===== config.mk =====
export PLATFORM = sky130hd
export DESIGN_NAME = vector_cosine_similarity
export DESIGN_NICKNAME = d
export VERILOG_FILES = /design/src/hdl/vcs_pkg.sv /design/src/hdl/vcs_mul.sv /design/src/hdl/vcs_ctrl.sv /design/src/hdl/vcs_dp.sv /design/src/hdl/vector_cosine_similarity.sv
export SDC_FILE = /design/constraint.sdc
export NUM_CORES = 2
export LEC_CHECK = 0
export BUFFER_PORTS_ARGS = -buffer_cell sky130_fd_sc_hd__clkbuf_2
export CAP_MARGIN = 15
export CELL_PAD_IN_SITES_DETAIL_PLACEMENT = 1
export CELL_PAD_IN_SITES_GLOBAL_PLACEMENT = 1
export CORE_UTILIZATION = 50
export CTS_CLUSTER_SIZE = 28
export DETAILED_ROUTE_END_ITERATION = 8
export PLACE_DENSITY = 0.8
export SETUP_SLACK_MARGIN = 0.15
export SYNTH_ARGS = -nofsm -noshare
export SYNTH_HDL_FRONTEND = slang
export SYNTH_SLANG_ARGS = --single-unit

===== constraint.sdc =====
create_clock -name aclk -period 11.65 [get_ports aclk]
set_input_delay 0.5825 -clock aclk [delete_from_list [all_inputs] [get_ports aclk]]
set_output_delay 0.5825 -clock aclk [all_outputs]
set_load 0.05 [all_outputs]

===== src/hdl/vcs_pkg.sv =====
`timescale 1ns / 1ps
`default_nettype none
// ----------------------------------------------------------------------------
// vcs_pkg: shared types and constants
// Widths, controller state and the command and status bundles that pass
// between the cosine similarity controller and its datapath.
// ----------------------------------------------------------------------------
package vcs_pkg;

    localparam int ACC_W    = 40;   // accumulator width
    localparam int DIG_W    = 20;   // digit width of the serial multiplier
    localparam int MUL_X_W  = 80;   // wide operand, four digits
    localparam int MUL_Y_W  = 40;   // narrow operand, two digits
    localparam int MUL_P_W  = 120;  // product width
    localparam int SIM_W    = 16;   // result width
    localparam int Q_W      = 16;   // width of the quotient search

    localparam logic [ACC_W-1:0] NORM_MAX = {ACC_W{1'b1}};

    typedef enum logic [2:0] {
        ST_ACC,
        ST_MUL_P,
        ST_MUL_D,
        ST_MUL_T,
        ST_MUL_PT,
        ST_OUT
    } ctrl_state_t;

    typedef enum logic [1:0] {
        MOP_P,
        MOP_D,
        MOP_T,
        MOP_PT
    } mul_op_t;

    typedef struct packed {
        logic    accept_en;
        logic    mul_start;
        mul_op_t mul_op;
        logic    out_load;
    } vcs_cmd_t;

    typedef struct packed {
        logic last_done;
        logic zero_norm;
        logic mul_done;
        logic search_last;
        logic out_free;
    } vcs_stat_t;

endpackage
`default_nettype wire


===== src/hdl/vcs_mul.sv =====
`timescale 1ns / 1ps
`default_nettype none
// ----------------------------------------------------------------------------
// vcs_mul: digit-serial wide multiplier
// Multiplies an 80-bit operand by a 40-bit operand with one 20x20 multiplier,
// one digit pair per cycle, and accumulates the shifted partial products.
// ----------------------------------------------------------------------------
module vcs_mul
    import vcs_pkg::*;
(
    input  wire logic               aclk,
    input  wire logic               aresetn,
    input  wire logic               start,
    input  wire logic [MUL_X_W-1:0] x,
    input  wire logic [MUL_Y_W-1:0] y,
    output logic                    done,
    output logic [MUL_P_W-1:0]      prod
);

    logic [MUL_X_W-1:0] x_reg;
    logic [MUL_Y_W-1:0] y_reg;
    logic               run_reg;
    logic [2:0]         cnt_reg;
    logic               pv_reg;
    logic               plast_reg;
    logic [2*DIG_W-1:0] pp_reg;
    logic [2:0]         sh_reg;
    logic [MUL_P_W-1:0] acc_reg;
    logic               done_reg;

    logic [DIG_W-1:0]   xd;
    logic [DIG_W-1:0]   yd;

    assign xd = x_reg[DIG_W*cnt_reg[1:0] +: DIG_W];
    assign yd = y_reg[DIG_W*cnt_reg[2] +: DIG_W];

    always_ff @(posedge aclk) begin
        if (!aresetn) begin
            run_reg   <= 1'b0;
            cnt_reg   <= '0;
            pv_reg    <= 1'b0;
            plast_reg <= 1'b0;
            done_reg  <= 1'b0;
        end else begin
            done_reg <= pv_reg && plast_reg;
            pv_reg   <= run_reg;
            if (start) begin
                run_reg <= 1'b1;
                cnt_reg <= '0;
            end else if (run_reg) begin
                cnt_reg   <= cnt_reg + 3'd1;
                plast_reg <= (cnt_reg == 3'd7);
                if (cnt_reg == 3'd7) begin
                    run_reg <= 1'b0;
                end
            end
        end
    end

    always_ff @(posedge aclk) begin
        if (start) begin
            x_reg   <= x;
            y_reg   <= y;
            acc_reg <= '0;
        end else if (pv_reg) begin
            acc_reg <= acc_reg
                + (MUL_P_W'(pp_reg) << (7'(sh_reg) * 7'(DIG_W)));
        end
        pp_reg <= xd * yd;
        sh_reg <= 3'(cnt_reg[1:0]) + 3'(cnt_reg[2]);
    end

    assign done = done_reg;
    assign prod = acc_reg;

endmodule
`default_nettype wire


===== src/hdl/vcs_ctrl.sv =====
`timescale 1ns / 1ps
`default_nettype none
// ----------------------------------------------------------------------------
// vcs_ctrl: sequencing controller
// Steps through accumulation, the norm and dot products, the bitwise
// quotient search and the result hand-off.
// ----------------------------------------------------------------------------
module vcs_ctrl
    import vcs_pkg::*;
(
    input  wire logic      aclk,
    input  wire logic      aresetn,
    input  wire vcs_stat_t stat,
    output vcs_cmd_t       cmd
);

    ctrl_state_t state_reg, state_next;
    logic        launch_reg, launch_next;

    always_comb begin
        state_next = state_reg;
        case (state_reg)
            ST_ACC: begin
                if (stat.last_done) begin
                    state_next = stat.zero_norm ? ST_OUT : ST_MUL_P;
                end
            end
            ST_MUL_P: begin
                if (stat.mul_done) state_next = ST_MUL_D;
            end
            ST_MUL_D: begin
                if (stat.mul_done) state_next = ST_MUL_T;
            end
            ST_MUL_T: begin
                if (stat.mul_done) state_next = ST_MUL_PT;
            end
            ST_MUL_PT: begin
                if (stat.mul_done) state_next = stat.search_last ? ST_OUT : ST_MUL_T;
            end
            ST_OUT: begin
                if (stat.out_free) state_next = ST_ACC;
            end
            default: state_next = ST_ACC;
        endcase
    end

    assign launch_next = (state_next != state_reg)
        && (state_next inside {ST_MUL_P, ST_MUL_D, ST_MUL_T, ST_MUL_PT});

    always_ff @(posedge aclk) begin
        if (!aresetn) begin
            state_reg  <= ST_ACC;
            launch_reg <= 1'b0;
        end else begin
            state_reg  <= state_next;
            launch_reg <= launch_next;
        end
    end

    always_comb begin
        cmd.accept_en = (state_reg == ST_ACC);
        cmd.mul_start = launch_reg;
        cmd.out_load  = (state_reg == ST_OUT) && stat.out_free;
        case (state_reg)
            ST_MUL_D:  cmd.mul_op = MOP_D;
            ST_MUL_T:  cmd.mul_op = MOP_T;
            ST_MUL_PT: cmd.mul_op = MOP_PT;
            default:   cmd.mul_op = MOP_P;
        endcase
    end

endmodule
`default_nettype wire


===== src/hdl/vcs_dp.sv =====
`timescale 1ns / 1ps
`default_nettype none
// ----------------------------------------------------------------------------
// vcs_dp: datapath
// Element products, saturating accumulators, search registers and the
// registered result stage.
// ----------------------------------------------------------------------------
module vcs_dp
    import vcs_pkg::*;
#(
    parameter int MAX_LENGTH   = 512,
    parameter int ELEMENT_BITS = 16
) (
    input  wire logic                    aclk,
    input  wire logic                    aresetn,
    input  wire vcs_cmd_t                cmd,
    output vcs_stat_t                    stat,
    input  wire logic                    in_valid,
    output logic                         in_ready,
    input  wire logic [ELEMENT_BITS-1:0] a_element,
    input  wire logic [ELEMENT_BITS-1:0] b_element,
    input  wire logic                    last,
    output logic                         out_valid,
    input  wire logic                    out_ready,
    output logic [SIM_W-1:0]             similarity,
    output logic                         zero_norm,
    output logic                         too_long
);

    localparam int PW    = 2 * ELEMENT_BITS;
    localparam int SUM_W = ((PW > ACC_W) ? PW : ACC_W) + 2;
    localparam int CNT_W = $clog2(MAX_LENGTH + 1);

    localparam logic signed [SUM_W-1:0] DOT_MAX = SUM_W'((64'sd1 <<< (ACC_W - 1)) - 1);
    localparam logic signed [SUM_W-1:0] DOT_MIN = -DOT_MAX - SUM_W'(1);

    logic                     accept;
    logic                     pend_reg;
    logic                     s1_valid_reg, s1_last_reg;
    logic signed [PW-1:0]     pab_reg;
    logic        [PW-1:0]     paa_reg, pbb_reg;
    logic                     last_done_reg;

    logic signed [ACC_W-1:0]  dot_reg;
    logic        [ACC_W-1:0]  na_reg, nb_reg;
    logic        [CNT_W-1:0]  cnt_reg;
    logic                     ovf_reg;

    logic signed [SUM_W-1:0]  dot_sum;
    logic        [SUM_W-1:0]  na_sum, nb_sum;

    mul_op_t                  op_reg;
    logic [MUL_X_W-1:0]       p_reg;
    logic [MUL_P_W-1:0]       d_reg;
    logic [MUL_Y_W-1:0]       t2_reg;
    logic [Q_W-1:0]           m_reg;
    logic [3:0]               bidx_reg;
    logic [Q_W-1:0]           cand;
    logic [Q_W:0]             tval;

    logic                     neg;
    logic [ACC_W-1:0]         dmag;
    logic [MUL_X_W-1:0]       mx;
    logic [MUL_Y_W-1:0]       my;
    logic                     mdone;
    logic [MUL_P_W-1:0]       mprod;

    logic [Q_W-1:0]           qcap;
    logic [SIM_W-1:0]         sim_val;
    logic                     zn_now;

    logic                     ov_reg;
    logic [SIM_W-1:0]         sim_reg;
    logic                     zn_reg, tl_reg;

    assign in_ready = cmd.accept_en && !pend_reg;
    assign accept   = in_valid && in_ready;

    // Element products, one pair per cycle while the input is ready.
    always_ff @(posedge aclk) begin
        if (!aresetn) begin
            s1_valid_reg  <= 1'b0;
            s1_last_reg   <= 1'b0;
            pend_reg      <= 1'b0;
            last_done_reg <= 1'b0;
        end else begin
            s1_valid_reg  <= accept;
            s1_last_reg   <= accept && last;
            last_done_reg <= s1_valid_reg && s1_last_reg;
            if (accept && last) begin
                pend_reg <= 1'b1;
            end else if (cmd.out_load) begin
                pend_reg <= 1'b0;
            end
        end
    end

    always_ff @(posedge aclk) begin
        pab_reg <= $signed(a_element) * $signed(b_element);
        paa_reg <= PW'($signed(a_element) * $signed(a_element));
        pbb_reg <= PW'($signed(b_element) * $signed(b_element));
    end

    assign dot_sum = SUM_W'(dot_reg) + SUM_W'(pab_reg);
    assign na_sum  = SUM_W'(na_reg) + SUM_W'(paa_reg);
    assign nb_sum  = SUM_W'(nb_reg) + SUM_W'(pbb_reg);

    // Saturating accumulators and pair counter.
    always_ff @(posedge aclk) begin
        if (!aresetn || cmd.out_load) begin
            dot_reg <= '0;
            na_reg  <= '0;
            nb_reg  <= '0;
            cnt_reg <= '0;
            ovf_reg <= 1'b0;
        end else if (s1_valid_reg) begin
            if (dot_sum > DOT_MAX) begin
                dot_reg <= ACC_W'(DOT_MAX);
            end else if (dot_sum < DOT_MIN) begin
                dot_reg <= ACC_W'(DOT_MIN);
            end else begin
                dot_reg <= ACC_W'(dot_sum);
            end
            na_reg <= (na_sum > SUM_W'(NORM_MAX)) ? NORM_MAX : ACC_W'(na_sum);
            nb_reg <= (nb_sum > SUM_W'(NORM_MAX)) ? NORM_MAX : ACC_W'(nb_sum);
            if (cnt_reg >= CNT_W'(MAX_LENGTH)) begin
                ovf_reg <= 1'b1;
            end else begin
                cnt_reg <= cnt_reg + CNT_W'(1);
            end
        end
    end

    assign neg    = dot_reg[ACC_W-1];
    assign dmag   = neg ? (ACC_W'(0) - dot_reg) : dot_reg;
    assign zn_now = (na_reg == '0) || (nb_reg == '0);

    assign cand = m_reg | (Q_W'(1) << bidx_reg);
    assign tval = {cand, 1'b0} - (Q_W+1)'(1);

    always_comb begin
        case (cmd.mul_op)
            MOP_P: begin
                mx = MUL_X_W'(na_reg);
                my = nb_reg;
            end
            MOP_D: begin
                mx = MUL_X_W'(dmag);
                my = dmag;
            end
            MOP_T: begin
                mx = MUL_X_W'(tval);
                my = MUL_Y_W'(tval);
            end
            default: begin
                mx = p_reg;
                my = t2_reg;
            end
        endcase
    end

    vcs_mul u_mul (
        .aclk    (aclk),
        .aresetn (aresetn),
        .start   (cmd.mul_start),
        .x       (mx),
        .y       (my),
        .done    (mdone),
        .prod    (mprod)
    );

    // Product capture and quotient search: one bit per product comparison, from the top bit down.
    always_ff @(posedge aclk) begin
        if (cmd.mul_start) begin
            op_reg <= cmd.mul_op;
        end
        if (last_done_reg) begin
            m_reg    <= '0;
            bidx_reg <= 4'(Q_W - 1);
        end else if (mdone) begin
            case (op_reg)
                MOP_P:  p_reg  <= mprod[MUL_X_W-1:0];
                MOP_D:  d_reg  <= {mprod[MUL_P_W-33:0], 32'd0};
                MOP_T:  t2_reg <= mprod[MUL_Y_W-1:0];
                MOP_PT: begin
                    if (mprod <= d_reg) begin
                        m_reg <= cand;
                    end
                    bidx_reg <= bidx_reg - 4'd1;
                end
                default: ;
            endcase
        end
    end

    assign qcap = (m_reg > Q_W'(32768)) ? Q_W'(32768) : m_reg;

    always_comb begin
        if (zn_now) begin
            sim_val = '0;
        end else if (neg) begin
            sim_val = SIM_W'(0) - SIM_W'(qcap);
        end else begin
            sim_val = (qcap > Q_W'(32767)) ? SIM_W'(32767) : SIM_W'(qcap);
        end
    end

    // Result register.
    always_ff @(posedge aclk) begin
        if (!aresetn) begin
            ov_reg <= 1'b0;
        end else if (cmd.out_load) begin
            ov_reg <= 1'b1;
        end else if (out_ready) begin
            ov_reg <= 1'b0;
        end
    end

    always_ff @(posedge aclk) begin
        if (cmd.out_load) begin
            sim_reg <= sim_val;
            zn_reg  <= zn_now;
            tl_reg  <= ovf_reg;
        end
    end

    assign out_valid  = ov_reg;
    assign similarity = sim_reg;
    assign zero_norm  = zn_reg;
    assign too_long   = tl_reg;

    assign stat.last_done   = last_done_reg;
    assign stat.zero_norm   = zn_now;
    assign stat.mul_done    = mdone;
    assign stat.search_last = (bidx_reg == 4'd0);
    assign stat.out_free    = !ov_reg || out_ready;

endmodule
`default_nettype wire


===== src/hdl/vector_cosine_similarity.sv =====
`timescale 1ns / 1ps
`default_nettype none
// ----------------------------------------------------------------------------
// vector_cosine_similarity: streaming cosine similarity
// Accumulates dot product and squared norms of two vectors and reports their
// cosine similarity in signed Q1.15.
// ----------------------------------------------------------------------------
// Element pairs arrive on the s_ stream, one request per pair, and are taken
// at one pair per cycle while a vector is being accumulated; the dot product
// and both squared norms are kept in 40-bit saturating accumulators. The pair
// marked by s_tlast closes the vector. The block then stops taking requests
// and runs its final step on a single 20x20 digit-serial multiplier: the
// product of the norms, the square of the dot product, and a sixteen-step
// bitwise search for the quotient with two wide products per step. The
// result is then held in the output register and the next vector may
// start at once, even if the result has not yet been taken. A vector
// with a zero norm skips the search and reports similarity 0 with
// zero_norm set. A vector longer than MAX_LENGTH pairs is still
// accumulated but reports too_long. The similarity is rounded to nearest,
// with +1.0 saturated to 32767.
// ----------------------------------------------------------------------------
module vector_cosine_similarity
    import vcs_pkg::*;
#(
    parameter int MAX_LENGTH   = 512,
    parameter int ELEMENT_BITS = 16
) (
    input  wire logic       aclk,
    input  wire logic       aresetn,
    input  wire logic       s_tvalid,
    output logic            s_tready,
    // tdata fields from bit 0: a_element, b_element, zero fill to whole bytes
    input  wire logic [((2*ELEMENT_BITS+7)/8)*8-1:0] s_tdata,
    input  wire logic       s_tlast,
    output logic            m_tvalid,
    input  wire logic       m_tready,
    // tdata fields from bit 0: similarity
    output logic [SIM_W-1:0] m_tdata,
    // tuser fields from bit 0: zero_norm, too_long
    output logic [1:0]       m_tuser
);

    vcs_cmd_t  cmd;
    vcs_stat_t stat;
    logic      zn, tl;

    vcs_ctrl u_ctrl (
        .aclk    (aclk),
        .aresetn (aresetn),
        .stat    (stat),
        .cmd     (cmd)
    );

    vcs_dp #(
        .MAX_LENGTH   (MAX_LENGTH),
        .ELEMENT_BITS (ELEMENT_BITS)
    ) u_dp (
        .aclk       (aclk),
        .aresetn    (aresetn),
        .cmd        (cmd),
        .stat       (stat),
        .in_valid   (s_tvalid),
        .in_ready   (s_tready),
        .a_element  (s_tdata[ELEMENT_BITS-1:0]),
        .b_element  (s_tdata[2*ELEMENT_BITS-1:ELEMENT_BITS]),
        .last       (s_tlast),
        .out_valid  (m_tvalid),
        .out_ready  (m_tready),
        .similarity (m_tdata),
        .zero_norm  (zn),
        .too_long   (tl)
    );

    assign m_tuser = {tl, zn};

endmodule
`default_nettype wire


After elaboration in Yosys (flattened, before gate mapping)
Index checks and enable logic that the tools add are counted.
{"block": "word_totals", "ff_bits": 774, "in_bits": 37, "word_cells": 143}
{"block": "op_classes", "n_addsub": 11, "mul": 7, "order_cmp": 8, "n_eq_ne": 16, "shifts": 4, "muxes": 27, "bitwise_logic": 5, "reduce_logical": 31}
{"cell": "80-bit one-hot mux with 3 select lines", "n": 1}
{"cell": "40-bit two-way mux", "n": 5}
{"cell": "42-bit by 40-bit > comparator with 1-bit output, second input constant", "n": 3}
{"cell": "40-bit by 32-bit adder with 41-bit output", "n": 3}
{"cell": "120-bit adder", "n": 1}
{"cell": "120-bit less-or-equal comparator", "n": 1}
{"cell": "40-bit one-hot mux with 3 select lines", "n": 1}
{"cell": "40-bit by 7-bit left shift with 120-bit output", "n": 1}
{"cell": "16-bit by 16-bit multiplier with 32-bit output", "n": 3}
{"cell": "40-bit logical NOT", "n": 2}
{"cell": "80-bit by 8-bit variable part select with 20-bit output", "n": 1}
{"cell": "16-bit two-way mux", "n": 3}
{"cell": "42-bit by 40-bit less-than comparator with 1-bit output, second input constant", "n": 1}
{"cell": "20-bit by 20-bit multiplier with 40-bit output", "n": 1}
{"cell": "40-bit by 7-bit variable part select with 20-bit output", "n": 1}
{"cell": "1-bit by 40-bit subtractor with 40-bit output, first input constant", "n": 1}
{"cell": "3-bit two-way mux", "n": 8}
{"cell": "3-bit one-hot mux with 6 select lines", "n": 1}
{"cell": "17-bit by 1-bit subtractor with 17-bit output, second input constant", "n": 1}
{"cell": "16-bit by 15-bit > comparator with 1-bit output, second input constant", "n": 1}
{"cell": "16-bit > comparator, second input constant", "n": 1}
{"cell": "16-bit bitwise OR", "n": 1}
{"cell": "1-bit by 4-bit left shift with 16-bit output, first input constant", "n": 1}
{"cell": "1-bit by 16-bit subtractor with 16-bit output, first input constant", "n": 1}
{"cell": "28 further kinds", "n": 65}

Longest topological paths before layout
{"block": "logic_depth", "word_depth": 8, "ltp_mapped": 35, "depth_no_buf": 31}

Cells and area by module
Synthesis repeated with hierarchy kept, for this count alone.
{"block": "unflattened", "cells_unflattened": 9724, "area_unflattened_um2": 87276.2}
{"module": "vcs_dp", "instances": 1, "cells_per_inst": 5773, "area_each_um2": 53591.4}
{"module": "vcs_mul", "instances": 1, "cells_per_inst": 3907, "area_each_um2": 33318.2}
{"module": "vcs_ctrl", "instances": 1, "cells_per_inst": 42, "area_each_um2": 351.6}
{"module": "vector_cosine_similarity", "instances": 1, "cells_per_inst": 2, "area_each_um2": 15.0}

Least setup slack after synthesis
OpenSTA, ideal clock, no wires.
{"block": "synth_timing", "path_type": "register to register", "from": "register u_dp.u_mul.done_reg (netlist: u_dp.u_mul.done)", "to": "register u_dp.d_reg[100] (enable)", "setup_time_ns": 0.753, "t_arrival_ns": 8.971, "t_required_ns": 10.897, "path_slack_ns": 1.926, "stages_incl_launch_ff": 3, "path_buffers": 1, "synth_period_minus_slack_ns": 9.724, "cell_sequence": "dfxtp_1 -> clkbuf_1 -> nor4bb_1"}
{"block": "synth_via", "elab_chain_len": 1}
{"item": "from (decl)", "line": "vcs_mul.sv:29", "text": "logic done_reg;"}
{"item": "from (signal assigned)", "line": "vcs_mul.sv:45", "text": "done_reg <= pv_reg && plast_reg;"}
{"item": "3-bit AND reduction (no line)"}
{"item": "to (signal assigned)", "line": "vcs_dp.sv:183", "text": "MOP_D: d_reg <= {mprod[MUL_P_W-33:0], 32'd0};"}
{"item": "to (decl)", "line": "vcs_dp.sv:54", "text": "logic [MUL_P_W-1:0] d_reg;"}
No other way between the ends.
A chain may end at the register's enable or synchronous reset.

Final worst setup path
{"block": "layout_timing", "from": "register u_dp.u_mul.cnt_reg[1]", "to": "register u_dp.u_mul.pp_reg[38]"}
{"block": "layout_via", "elab_chain_len": 3}
{"item": "from (decl)", "line": "vcs_mul.sv:23", "text": "logic [2:0] cnt_reg;"}
{"item": "from (signal assigned)", "line": "vcs_mul.sv:51", "text": "cnt_reg <= cnt_reg + 3'd1;"}
{"item": "3-bit by 2-bit multiplier with 5-bit output", "line": "vcs_mul.sv:34", "text": "assign xd = x_reg[DIG_W*cnt_reg[1:0] +: DIG_W];"}
{"item": "80-bit by 8-bit variable part select with 20-bit output", "line": "vcs_mul.sv:34"}
{"item": "20-bit by 20-bit multiplier with 40-bit output", "line": "vcs_mul.sv:69", "text": "pp_reg <= xd * yd;"}
{"item": "to (signal assigned)", "line": "vcs_mul.sv:69"}
{"item": "to (decl)", "line": "vcs_mul.sv:26", "text": "logic [2*DIG_W-1:0] pp_reg;"}
No other way between the ends.

==> out/qor.csv <==
stage,metric,value,unit
clock_network,insertion_delay,0.76,ns
floorplan,die-area,0.1721,sq mm
timing,worst_slack,2.375,ns
routing,firstDrtPassIters,5,
grt,grt_pass1_wl,470700,um
timing,worst_slew_pin_slew,1.423,ns
synthesis,synth_fp_nets,11250,
synthesis,yosys-top-cells-area,"fa_1 25%, edfxtp_1 12%, ha_1 11%, dfxtp_1 10%, inv_1 6.2%",
synthesis,synth_seq_area_share,22.23,%
placement,port_buffers,56,
synthesis,synthDistinctLibCells,88,
floorplan,start_util,50.33,%
power,ir_drop,0.6660,mV
timing,rsz0062_at_grt,no,
power,pwr-share-comb,73.5,%
status,status,"finished, final reports clean",
routing,postRouteWirelength,310700,um
critical_path,path_class,reg -> reg,
power,p_sw_share,51.66,%
timing,drv_slew,0,
critical_path,worstPathMaxFanout,18,
timing,max_freq,107.8,MHz
synthesis,syn_inst,9426,
hold_path,hp-class,in -> reg,
power,pwr-share-clk,11.5,%
placement,place.gp.congestion,0.9880,
timing,skew,0.07470,ns
timing,whs,0.1404,ns
critical_path,endpoint_kind,flip-flop,
clock_network,cts_tree,yes,
power,intPower,0.01358,W
floorplan,top_level_ports,57,
power,pwr_density_cell,308.6,mW/mm^2
timing,max_slew_margin,5.103,%
timing,period_share,79.61,%
clock_network,ctsHoldBuffers,0,
timing,period_minus_slack,9.275,ns
job,drv_cap,0,
grt,grtUsageTotal,36.06,%
clock_network,h-tree-depth,3,
floorplan,die_x,414.8,um
clock_network,cts_num_sinks,772,
clock_network,cts_resized,0,
clock_network,cts-root-buf,clkbuf_16,
grt,overflow,0,
placement,hpwlAfterDp,246500,um
clock_network,clockBufferDepth,3,
critical_path,start_kind,flip-flop,
synthesis,ys_ff_latch,772,
timing,final-setup-viol-count,0,
synthesis,synth-main-ff-cell,dfxtp_1,
routing,vias,69770,
critical_path,max_stage_delay,0.79,ns
synthesis,synth_edf_count,348,
final_layout,fin_nets,11110,
final_layout,area_growth,6.887,%
placement,place_ws,2.469,ns
critical_path,crit_slowest_cell,a211oi_1,
timing,tns,0,ns
floorplan,die_height,414.8,um
synthesis,yosysTopAreaCell,fa_1,
synthesis,yosysTopAreaCellShare,24.98,%
critical_path,cp_data_required_time,12.26,ns
clock_network,cts_made_buffers,94,
synthesis,syn_avg_cell_area,9.039,sq um
grt,grt_max_degree,106,
final_layout,drive_gt1_share,4.964,%
final_layout,final_common_cell,inv_1,
routing,drtIter0Drc,5296,
synthesis,syn-cell-area,0.08520,sq mm
clock_network,clk_pin_slew,0.06,ns
timing,hold_viol,0,
routing,wire_per_inst,26.81,um
critical_path,cpMostUsedCell,fa_1,
final_layout,largest_reg_flops,120,
routing,via_per_inst,6.021,
synthesis,async_flop_share,0,%
floorplan,core-area,0.1693,sq mm
routing,drc,0,
grt,grt_antenna_before_repair,13,
final_layout,layout_common_cells,"1,414 x inv_1, 1,063 x fa_1, 848 x nand2_1, 771 x nor2_1, 725 x ha_1",
grt,first_global_vias,76330,
synthesis,ys_warn_count,0,
power,power_switching,0.01452,W
power,pwr-share-seq,15.1,%
routing,ant_nets,0,
power,p_leak,41.93,nW
critical_path,cp_data_arrival_time,9.89,ns
floorplan,num_rows,151,
clock_network,post_cts_buffers,0,
==> layout make-up <==
type	count	area (sq um)
timing repair buffer	164	1111
clock buffer	120	2529
inverter	1427	5356
antenna	4	10.01
tap	2218	2775
multi-input combinational	6826	59510
fill	19440	78220
clock inverter	58	819.5
sequential	772	18960
==> power groups by stage <==
stage          logic [W]  registers [W]  clock network (W)
2_1_floorplan     0.0140        0.00381                  0
3_3_place_gp      0.0192        0.00425                  0
3_5_place_dp      0.0204        0.00426                  0
4_1_cts           0.0206        0.00421            0.00325
5_1_grt           0.0226        0.00423            0.00335
6_report          0.0206        0.00423            0.00322
==> path summary, 6_finish.rpt <==
| check | from | to | slack (ns) | cells past startpoint |
|---|---|---|---|---|
| setup / recovery | u_dp.u_mul.cnt_reg[1]$_SDFFE_PP0P_ | u_dp.u_mul.pp_reg[38]$_DFF_P_ | 2.37 | 29 |
| hold / removal | s_tlast | u_dp.s1_last_reg$_SDFF_PN0_ | 0.14 | 2 |
| setup reg to reg | u_dp.u_mul.cnt_reg[1]$_SDFFE_PP0P_ | u_dp.u_mul.pp_reg[38]$_DFF_P_ | 2.37 | 29 |
| hold reg to reg | u_dp.ovf_reg$_SDFFE_PP0P_ | u_dp.too_long$_DFFE_PP_ | 0.46 | 0 |
==> synthesized netlist by cell type (63+ instances only) <==
cell type / number
inv_1: 1414
fa_1: 1063
nand2_1: 848
nor2_1: 773
ha_1: 725
a21oi_1: 601
o21ai_0: 431
dfxtp_1: 424
clkbuf_1: 370
edfxtp_1: 348
and2_1: 257
xnor2_1: 251
a21o_1: 210
xor2_1: 169
mux2i_1: 135
nand2b_1: 122
nand3_1: 104
nand4_1: 103
nor3_1: 83
nor2b_1: 71
a211oi_1: 70
o21a_1: 70
o21bai_1: 65
a31oi_1: 63
==> cells by family (layout without fill, tap and decap cells) <==
group,Yosys count,after routing,share of synthesized area (%)
simple gates,2592,2592,14.21
compound gates,1829,1829,13.13
buf+inv,1828,1769,8.064
fa+ha+maj,1791,1791,35.66
flops,772,772,22.23
xor+xnor,420,420,4.318
mux,194,194,2.392
other cells,0,4,0
==> stage by stage <==
step                      cells  instance area (sq um)  util [%]  power, W
final                     11590                  91070     53.80   0.02810
after CTS                 11580                  91010     53.77   0.02808
after global routing      11590                  91060     53.79   0.03019
after global placement    11400                  87670     51.79   0.02346
after floorplan            9426                  85200         -   0.01785
after detailed placement  11400                  87670     51.79   0.02464
==> routing by layer <==
layer	track usage (%)	wire [um]	up-vias
met3	5.761	19600	948
met4	24.58	24640	14
met1	42.62	118700	35490
met2	60.38	147700	2506
li1	-	-	30820
met5	0	100	-
==> critical path: cells and delay by family (launching register included) <==
kind	cells	cell delay, ns
flip-flops	1	0.65
multiplexers	1	0.41
buffers and inverters	6	0.34
adder cells (fa/ha/maj)	8	3.93
AND/OR/NAND/NOR	7	1.18
AO/OA/AOI/OAI	6	2.54
XOR/XNOR	1	0.13
Power figures use the tool's default switching activity.
